<file path="config.mk">
export PLATFORM = sky130hd
export DESIGN_NAME = epoch_to_calendar_date
export DESIGN_NICKNAME = d
export VERILOG_FILES = /design/src/sv/etcd_pkg.sv /design/src/sv/etcd_datapath.sv /design/src/sv/etcd_ctrl.sv /design/src/sv/epoch_to_calendar_date.sv
export SDC_FILE = /design/constraint.sdc
export NUM_CORES = 2
export LEC_CHECK = 0
export BUFFER_PORTS_ARGS = -buffer_cell sky130_fd_sc_hd__clkbuf_2
export CAP_MARGIN = 15
export CORE_MARGIN = 4
export CORE_UTILIZATION = 55
export CTS_BUF_LIST = sky130_fd_sc_hd__clkbuf_2
export DETAILED_ROUTE_END_ITERATION = 16
export GPL_ROUTABILITY_DRIVEN = 0
export PLACE_DENSITY_LB_ADDON = 0.3
export SYNTH_ARGS = -nofsm -noshare
export SYNTH_HDL_FRONTEND = slang
export SYNTH_HIERARCHICAL = 1
export SYNTH_SLANG_ARGS = --single-unit
</file>
<file path="constraint.sdc">
create_clock -name i_clk -period 21.1 [get_ports i_clk]
set_input_delay 3.165 -clock i_clk [delete_from_list [all_inputs] [get_ports i_clk]]
set_output_delay 3.165 -clock i_clk [all_outputs]
set_load 0.1 [all_outputs]
</file>
<file path="src/sv/etcd_pkg.sv">
package etcd_pkg;

    localparam int EPOCH_W   = 32;
    localparam int PROD_W    = 2 * EPOCH_W;
    localparam int DAYS_W    = 16;
    localparam int YEAR_W    = 8;
    localparam int DOY_W     = 9;
    localparam int MON_W     = 4;
    localparam int REM_W     = 6;
    localparam int OUT_W     = 48;

    localparam logic [YEAR_W-1:0] BASE_YEAR_OFS = 8'd70;   // 1970 - 1900
    localparam logic [MON_W-1:0]  LAST_MONTH    = 4'd11;
    localparam logic [MON_W-1:0]  FEB           = 4'd1;
    localparam logic [EPOCH_W-1:0] WDAY_OFS     = 32'd4;   // 1970-01-01 was a Thursday

    // reciprocals for exact unsigned division by multiply and shift
    localparam logic [EPOCH_W-1:0] RECIP_15 = 32'h8888_8889;   // ceil(2^35 / 15)
    localparam logic [EPOCH_W-1:0] RECIP_3  = 32'hAAAA_AAAB;   // ceil(2^33 / 3)
    localparam logic [EPOCH_W-1:0] RECIP_7  = 32'h2492_4925;   // ceil(2^32 / 7), day counts only

    typedef enum logic [1:0] {
        DIV_SEC,
        DIV_MIN,
        DIV_HOUR,
        DIV_WDAY
    } t_div_op;

    typedef enum logic [2:0] {
        S_IDLE,
        S_DIV,
        S_DIV_END,
        S_YEAR,
        S_MONTH,
        S_OUT
    } t_state;

    typedef struct packed {
        logic    load;
        logic    div_step;
        logic    div_store;
        t_div_op div_op;
        logic    year_step;
        logic    month_init;
        logic    month_step;
    } t_dp_cmd;

    typedef struct packed {
        logic year_done;
        logic month_done;
    } t_dp_sts;

    function automatic logic [REM_W-1:0] div_const(input t_div_op op);
        logic [REM_W-1:0] d;
        unique case (op)
            DIV_SEC:  d = 6'd60;
            DIV_MIN:  d = 6'd60;
            DIV_HOUR: d = 6'd24;
            DIV_WDAY: d = 6'd7;
            default:  d = 6'd60;
        endcase
        return d;
    endfunction

    // year given as offset from 1900; centuries in reach are 1900, 2000, 2100
    function automatic logic is_leap(input logic [YEAR_W-1:0] y);
        return (y[1:0] == 2'b00) && (y != 8'd0) && (y != 8'd200);
    endfunction

    function automatic logic [4:0] month_len(input logic [MON_W-1:0] m, input logic leap);
        logic [4:0] l;
        case (m)
            4'd0:    l = 5'd31;
            4'd1:    l = leap ? 5'd29 : 5'd28;
            4'd2:    l = 5'd31;
            4'd3:    l = 5'd30;
            4'd4:    l = 5'd31;
            4'd5:    l = 5'd30;
            4'd6:    l = 5'd31;
            4'd7:    l = 5'd31;
            4'd8:    l = 5'd30;
            4'd9:    l = 5'd31;
            4'd10:   l = 5'd30;
            default: l = 5'd31;
        endcase
        return l;
    endfunction

endpackage

</file>
<file path="src/sv/etcd_datapath.sv">
module etcd_datapath (
    input  logic                          i_clk,
    input  etcd_pkg::t_dp_cmd             i_cmd,
    input  logic [etcd_pkg::EPOCH_W-1:0]  i_epoch,
    output etcd_pkg::t_dp_sts             o_sts,
    output logic [etcd_pkg::OUT_W-1:0]    o_result
);
    import etcd_pkg::*;

    logic [EPOCH_W-1:0] r_quo;
    logic [EPOCH_W-1:0] r_q,    n_q;
    logic [REM_W-1:0]   r_sec,  r_min;
    logic [4:0]         r_hour;
    logic [2:0]         r_wday;
    logic [DAYS_W-1:0]  r_days;
    logic [YEAR_W-1:0]  r_year;
    logic [DOY_W-1:0]   r_mrem;
    logic [MON_W-1:0]   r_mon;

    logic [EPOCH_W-1:0]   mul_in;
    logic [EPOCH_W-1:0]   recip;
    logic [PROD_W-1:0]    product;
    logic [REM_W-1:0]     divisor;
    logic [REM_W-1:0]     rem;
    logic                 leap;
    logic [DOY_W-1:0]     year_len;
    logic [4:0]           mlen;

    always_comb begin
        // /60 as (x >> 2) / 15, /24 as (x >> 3) / 3
        case (i_cmd.div_op) inside
            DIV_SEC, DIV_MIN: begin
                mul_in = {2'b00, r_quo[EPOCH_W-1:2]};
                recip  = RECIP_15;
            end
            DIV_HOUR: begin
                mul_in = {3'b000, r_quo[EPOCH_W-1:3]};
                recip  = RECIP_3;
            end
            default: begin
                mul_in = r_quo;
                recip  = RECIP_7;
            end
        endcase
        product = mul_in * recip;
        case (i_cmd.div_op) inside
            DIV_SEC, DIV_MIN: n_q = {3'b000, product[PROD_W-1:35]};
            DIV_HOUR:         n_q = {1'b0, product[PROD_W-1:33]};
            default:          n_q = product[PROD_W-1:32];
        endcase
        // remainder is below the divisor, so the low bits are exact
        divisor  = div_const(i_cmd.div_op);
        rem      = r_quo[REM_W-1:0] - REM_W'(r_q[REM_W-1:0] * divisor);
        leap     = is_leap(r_year);
        year_len = leap ? 9'd366 : 9'd365;
        mlen     = month_len(r_mon, leap);
        o_sts.year_done  = r_days < DAYS_W'(year_len);
        o_sts.month_done = (r_mon == LAST_MONTH) || (r_mrem < DOY_W'(mlen));
    end

    always_ff @(posedge i_clk) begin
        if (i_cmd.load) begin
            r_quo <= i_epoch;
        end else if (i_cmd.div_step) begin
            r_q <= n_q;
        end else if (i_cmd.div_store) begin
            case (i_cmd.div_op)
                DIV_SEC: begin
                    r_sec <= rem;
                    r_quo <= r_q;
                end
                DIV_MIN: begin
                    r_min <= rem;
                    r_quo <= r_q;
                end
                DIV_HOUR: begin
                    r_hour <= rem[4:0];
                    r_days <= r_q[DAYS_W-1:0];
                    r_quo  <= r_q + WDAY_OFS;
                end
                default: begin
                    r_wday <= rem[2:0];
                    r_year <= BASE_YEAR_OFS;
                end
            endcase
        end

        if (i_cmd.year_step && !o_sts.year_done) begin
            r_days <= r_days - DAYS_W'(year_len);
            r_year <= r_year + 1'b1;
        end

        if (i_cmd.month_init) begin
            r_mrem <= r_days[DOY_W-1:0];
            r_mon  <= '0;
        end else if (i_cmd.month_step && !o_sts.month_done) begin
            r_mrem <= r_mrem - DOY_W'(mlen);
            r_mon  <= r_mon + 1'b1;
        end
    end

    logic [4:0] dom;
    assign dom = r_mrem[4:0] + 5'd1;

    assign o_result = {2'b00, dom, r_mon, r_days[DOY_W-1:0], r_year,
                       r_wday, r_hour, r_min, r_sec};

endmodule

</file>
<file path="src/sv/etcd_ctrl.sv">
module etcd_ctrl (
    input  logic               i_clk,
    input  logic               i_rst_n,
    input  logic               i_in_valid,
    output logic               o_in_ready,
    output logic               o_out_valid,
    input  logic               i_out_ready,
    input  etcd_pkg::t_dp_sts  i_sts,
    output etcd_pkg::t_dp_cmd  o_cmd
);
    import etcd_pkg::*;

    t_state              r_state, n_state;
    t_div_op             r_op,    n_op;

    always_ff @(posedge i_clk) begin
        if (!i_rst_n) begin
            r_state <= S_IDLE;
            r_op    <= DIV_SEC;
        end else begin
            r_state <= n_state;
            r_op    <= n_op;
        end
    end

    always_comb begin
        n_state     = r_state;
        n_op        = r_op;
        o_cmd       = '0;
        o_cmd.div_op = r_op;
        o_in_ready  = 1'b0;
        o_out_valid = 1'b0;
        unique case (r_state)
            S_IDLE: begin
                o_in_ready = 1'b1;
                if (i_in_valid) begin
                    o_cmd.load = 1'b1;
                    n_op       = DIV_SEC;
                    n_state    = S_DIV;
                end
            end
            S_DIV: begin
                o_cmd.div_step = 1'b1;
                n_state        = S_DIV_END;
            end
            S_DIV_END: begin
                o_cmd.div_store = 1'b1;
                unique case (r_op)
                    DIV_SEC:  begin n_op = DIV_MIN;  n_state = S_DIV; end
                    DIV_MIN:  begin n_op = DIV_HOUR; n_state = S_DIV; end
                    DIV_HOUR: begin n_op = DIV_WDAY; n_state = S_DIV; end
                    default:  n_state = S_YEAR;
                endcase
            end
            S_YEAR: begin
                if (i_sts.year_done) begin
                    o_cmd.month_init = 1'b1;
                    n_state          = S_MONTH;
                end else begin
                    o_cmd.year_step = 1'b1;
                end
            end
            S_MONTH: begin
                if (i_sts.month_done) begin
                    n_state = S_OUT;
                end else begin
                    o_cmd.month_step = 1'b1;
                end
            end
            S_OUT: begin
                o_out_valid = 1'b1;
                if (i_out_ready) begin
                    n_state = S_IDLE;
                end
            end
            default: n_state = S_IDLE;
        endcase
    end

endmodule

</file>
<file path="src/sv/epoch_to_calendar_date.sv">
// Converts seconds since 1970-01-01 00:00:00 UTC into UTC calendar fields.
// Input stream: one beat carries a 32-bit unsigned epoch count in tdata.
// Output stream: one beat per input, tdata packs second, minute, hour,
// weekday, year since 1900, day of year, month and day of month.
// Steps per beat: four divisions by reciprocal multiply
// (/60, /60, /24, then weekday mod 7), then year stepping over the
// whole years since 1970 (0..136), then month stepping up to the
// month index (0..11), then the result.
// One conversion is in flight at a time: s_axis tready is high only while
// the block is idle, so a new beat is accepted only after the previous
// result has been taken on the output side.
// The result is held stable on m_axis until taken; while the receiver
// stalls, no new input is accepted.
// Synchronous active-low reset returns the controller to idle, with no
// output beat pending; no data registers are cleared.
module epoch_to_calendar_date (
    input  logic                         i_clk,
    input  logic                         i_rst_n,
    input  logic                         i_s_axis_tvalid,
    output logic                         o_s_axis_tready,
    // [31:0] epoch_seconds
    input  logic [etcd_pkg::EPOCH_W-1:0] i_s_axis_tdata,
    output logic                         o_m_axis_tvalid,
    input  logic                         i_m_axis_tready,
    // [5:0] second, [11:6] minute, [16:12] hour, [19:17] weekday,
    // [27:20] year_since_1900, [36:28] day_of_year, [40:37] month_index,
    // [45:41] day_of_month, [47:46] zero
    output logic [etcd_pkg::OUT_W-1:0]   o_m_axis_tdata
);
    import etcd_pkg::*;

    t_dp_cmd cmd;
    t_dp_sts sts;

    etcd_ctrl u_ctrl (
        .i_clk       (i_clk),
        .i_rst_n     (i_rst_n),
        .i_in_valid  (i_s_axis_tvalid),
        .o_in_ready  (o_s_axis_tready),
        .o_out_valid (o_m_axis_tvalid),
        .i_out_ready (i_m_axis_tready),
        .i_sts       (sts),
        .o_cmd       (cmd)
    );

    etcd_datapath u_dp (
        .i_clk    (i_clk),
        .i_cmd    (cmd),
        .i_epoch  (i_s_axis_tdata),
        .o_sts    (sts),
        .o_result (o_m_axis_tdata)
    );

endmodule
</file>
* Word level (Yosys, flattened, before mapping)
Index checks and enable logic that the tools add are counted.
Cells by class: add/sub/neg operators 7, multipliers 2, $lt $le $gt $ge 2, equality and inequality tests 24, muxes and demuxes 46, bitwise logic cells 3, reduce and logical (&&, ||, !) cells 30
Operators by type and width (count):
- 32-bit 2-to-1 mux | 7
- 16-bit 2-to-1 mux | 5
- 32-bit by 32-bit multiplier with 64-bit output | 1
- 32-bit case mux with 2 select lines | 1
- 8-bit 2-to-1 mux | 5
- 32-bit by 3-bit adder with 32-bit output, second input constant | 1
- 31-bit 2-to-1 mux | 1
- 29-bit 2-to-1 mux | 1
- 4-bit AND reduction | 7
- 9-bit 2-to-1 mux | 2
- 3-bit case mux with 6 select lines | 1
- 6-bit case mux with 3 select lines | 1
- 16-bit by 9-bit < comparator with 1-bit output | 1
- 16-bit by 9-bit subtractor with 16-bit output | 1
- 4-bit equality test, second input constant | 3
- 3-bit 2-to-1 mux | 4
- 2-bit by 1-bit inequality test with 1-bit output, second input constant | 6
- 1-bit 2-to-1 mux | 11
- 5-bit case mux with 2 select lines | 1
- 2-bit nonzero test | 5
- 9-bit by 5-bit < comparator with 1-bit output | 1
- 9-bit by 5-bit subtractor with 9-bit output | 1
- 8-bit by 1-bit adder with 8-bit output, second input constant | 1
- 2-bit 2-to-1 mux | 4
- 30 further kinds | 42
Storage, ports and cells: register bits 126, bits of input ports 36, output and inout bits 50

* Longest topological paths before layout
word-level depth 12, depth in mapped cells 34, mapped depth without buffers 30

* Modules after synthesis
The synthesis kept the hierarchy.
Modules (own cells, without submodules):
- etcd_datapath | instances 1, cells each 2975, area each 29268.1 sq um, sequential area each 3593.4 sq um
- etcd_ctrl | instances 1, cells each 47, area each 401.6 sq um, sequential area each 100.1 sq um

* Worst setup path after synthesis
No wires, ideal clock.
path kind register to register, start point register u_ctrl.r_op[0], end point register u_dp.r_q[27] (data pin), library setup time 0.274 ns, arrival 8.190 ns, setup slack 12.636 ns, stages on the path, launching flop included 30, clock period less this slack 8.464 ns, cell sequence dfxtp_1 > buf_2 > inv_1 > clkbuf_1 > nor2_1 > clkbuf_1 > buf_1 > buf_1 > nor2_1 > ha_1 > fa_1 > inv_1 > fa_1 > fa_1 > inv_1 > fa_1 > fa_1 > fa_1 > fa_1 > ha_1 > nand4_2 > nor4_4 > nand4_1 > o221ai_2 > o21ai_2 > o41ai_2 > a21oi_2 > o31ai_4 > xnor2_1 > o221ai_1
Between the ends: cells in the longest elaborated chain, start to end 6, elaborated cells between the ends (all ways) 11
Ends and longest elaborated chain:
- from (decl) | line etcd_ctrl.sv:14 | t_div_op r_op, n_op;
- from (signal assigned) | line etcd_ctrl.sv:22 | r_op <= n_op;
- 2-bit equality test (no source line), or another cell as far along
- 32-bit 2-to-1 mux or 2-bit OR reduction (tied branches)
- 32-bit 2-to-1 mux | line etcd_datapath.sv:31 | case (i_cmd.div_op) inside
- 32-bit by 32-bit multiplier with 64-bit output | line etcd_datapath.sv:45 | product = mul_in * recip;
- 31-bit 2-to-1 mux | line etcd_datapath.sv:46 | case (i_cmd.div_op) inside
- 29-bit 2-to-1 mux (*) | line etcd_datapath.sv:46
- via u_dp.n_q[27] | line etcd_datapath.sv:11 | logic [EPOCH_W-1:0] r_q, n_q;
- to (signal assigned) | line etcd_datapath.sv:65 | r_q <= n_q;
- to (decl) | line etcd_datapath.sv:11
Mark *: on every way through the listed nets, which the timed path passes. The rest lies on a longest branch. A chain may end at the register's enable or synchronous reset.

* Final worst setup path
start point register u_ctrl.r_op[1], end point register u_dp.r_q[27] (data pin)
Same word-level chain as after synthesis.

==> metrics.yaml <==
global_route:
  grt_first_pass_wirelength_mm: 132.1
  grt_max_degree: 66
  grt-ovfl-total: 0
  track_usage_pct: 30.11
  grt_antenna_before_repair: 0
  grt_pass1_vias: 23330
cts:
  cts_setup_buffers: 0
  cts_buffers: 17
  clk_pin_slew_ns: 0.19
  clkSinkCount: 126
  clock_latency_ns: 0.72
  h-tree-depth: 4
  clock_path_buffers: 2
  ctsResizeCount: 0
  root_buffer: "clkbuf_2"
  cts_tree: "yes"
  hold_buffers: 0
timing:
  finClkSkew_ns: 0.02794
  fmax_ghz: 0.09922
  finalCriticalPeriod_ns: 10.08
  tns_ns: 0
  max_slew_margin_pct: 31.90
  finalSetupViolCount: 0
  rsz0062_at_grt: "false"
  period_share_pct: 47.77
  drv_slew: 0
  hold_violations: 0
  worst_slew_pin_slew_ns: 1.021
synthesis:
  async_reset_ff_share_pct: 0
  synth_cell_type_count: 88
  yosys.area.top_type: "fa_1"
  synth_edf_count: 117
  avgSynthCellArea_sq_um: 9.818
  synth_flop_cell: "edfxtp_1"
  yosysTopAreaCellShare_pct: 35.90
  synth.top_cells.by_area: "fa_1 36%, ha_1 17%, edfxtp_1 12%"
  synth_cells: 3022
  netlist_area_sq_mm: 0.02967
  seq_area_frac_synth_pct: 12.45
  ys_ff_latch: 126
  yosysWarnings: 6
floorplanning:
  rows: 84
  io_pins: 86
  coreArea_sq_mm: 0.05297
  die_h_um: 240.3
  dieWidth_um: 240.3
  start_util_pct: 56.01
  die_area_sq_mm: 0.05772
detailed_routing:
  drc_errors: 0
  wl_per_cell_um: 22.09
  num_vias: 22060
  firstDrtPassIters: 9
  via_per_inst: 5.762
  wl_mm: 84.55
  drtIter0Drc: 2031
  ant_nets: 0
worst_setup_path:
  cp-end-kind: "register"
  cp_max_fo: 30
  required_ns: 21.52
  r2r_slack_ns: 11.02
  crit_path_start_kind: "register"
  path_class: "reg -> reg"
  arrival_ns: 10.50
finish:
  layout-drive-gt1-share_pct: 5.732
  syn_to_final_growth_pct: 5.035
  final_cell_mix: "682 x inv_1, 532 x fa_1, 397 x ha_1"
  final_common_cell: "inv_1"
  nNetsFinal: 4092
  antenna_cells: 0
place:
  port_buffers: 83
  hpwlAfterDp_mm: 74.72
status:
  status: "finished, final reports clean"
run:
  maxCapViolCount: 0
min_path:
  hold_path.class: "reg -> reg"
flip-flops by register name, indices dropped and copies added (netlist names):
name / flops
u_dp/r_days: 16
u_dp/r_sec: 6
u_ctrl/r_state: 3
u_ctrl/r_op: 2
u_dp/r_hour: 5
u_dp/r_wday: 3
u_dp/r_q: 32
u_dp/r_quo: 32
u_dp/r_mrem: 9
u_dp/r_min: 6
u_dp/r_mon: 4
u_dp/r_year: 8
metrics by stage:
step	hold slack [ns]	worst slack, ns	instances	instance area, sq um	utilization [%]
final	0.5985	11.02	3828	31160	58.83
after global routing	0.6065	10.71	3828	31160	58.83
after CTS	0.5964	11.27	3827	31160	58.82
after detailed placement	0.5729	11.33	3795	30830	58.21
after global placement	0.5635	11.48	3795	30830	58.21
after floorplan	0.4777	12.64	3109	30000	-
worst paths after layout:
| path | to | from | cells past startpoint |
|---|---|---|---|
| setup / recovery | u_dp/r_q[27]$_DFFE_PP_ | u_ctrl/r_op[1]$_SDFFE_PN0P_ | 27 |
| hold / removal | u_dp/r_mon[2]$_SDFFE_PP0P_ | u_dp/r_mon[2]$_SDFFE_PP0P_ | 2 |
| setup reg to reg | u_dp/r_q[27]$_DFFE_PP_ | u_ctrl/r_op[1]$_SDFFE_PN0P_ | 27 |
| hold reg to reg | u_dp/r_mon[2]$_SDFFE_PP0P_ | u_dp/r_mon[2]$_SDFFE_PP0P_ | 2 |
metal layers:
layer  share of wire, %  routed length [um]  track usage [%]  vias to the layer above
li1                   -                   -                -                     9764
met1                 39               33390            39.84                    10910
met2                 46               38480            47.87                     1115
met3                7.6                6396            4.347                      265
met4                7.4                6288            17.14                        0
met5                  0                   0                0                        -
final cells by class:
class                   count  area [sq um]
inverters                 685          2571
fillers                  4525         21810
well taps                 688         860.8
flip-flops and latches    126          3699
clock buffers              17         85.08
repair buffers            100         540.5
clock inverters            15         241.5
multi-input cells        2197         23170
synthesized netlist by cell type, drive strengths merged, types with 8 or more instances:
cell type  instances
a211oi            10
a21o              56
a21oi            147
a31oi             11
and2              10
and3              47
buf               36
clkbuf            62
dfxtp              9
edfxtp           117
fa               532
ha               397
inv              684
mux2i             42
nand2            178
nand2b            11
nand3             32
nand4             30
nor2             163
nor2b             10
nor3              20
o21a               8
o21ai            118
o21bai            18
xnor2             98
xor2              73
critical path, stage by stage, from the launching register on:
cell and delay [ns]:
dfxtp_2 0.66, inv_2 0.25, nor2_2 0.17, inv_1 0.40
buf_4 0.44, nor2_1 0.63, and2_1 0.63, xor2_1 0.15
ha_1 0.23, a21oi_1 0.18, fa_1 0.47, fa_1 0.51
inv_1 0.05, fa_1 0.61, fa_1 0.44, fa_1 0.53
fa_1 0.42, ha_1 0.43, nand4_2 0.18, nor4_4 0.42
nand4_1 0.16, o221ai_2 0.37, o21ai_2 0.17, o41ai_2 0.47
a21oi_2 0.19, o31ai_4 0.21, xnor2_1 0.22, o221ai_1 0.16
cells by family (layout without fill, tap and decap cells):
family,after synthesis,in the layout,synth area share (%)
xor gates and xnor gates,171,171,5.048
other,2,89,0.02531
buffers and inverters,786,817,10.62
and+or+nand+nor,535,535,8.561
muxes,49,49,1.695
adders and majority gates,929,929,52.64
AOI/OAI and AO/OA,424,424,8.966
DFF,126,126,12.45
Power is not shown: default switching activity piles up to over one toggle a cycle in this logic, so the estimate is an artifact.
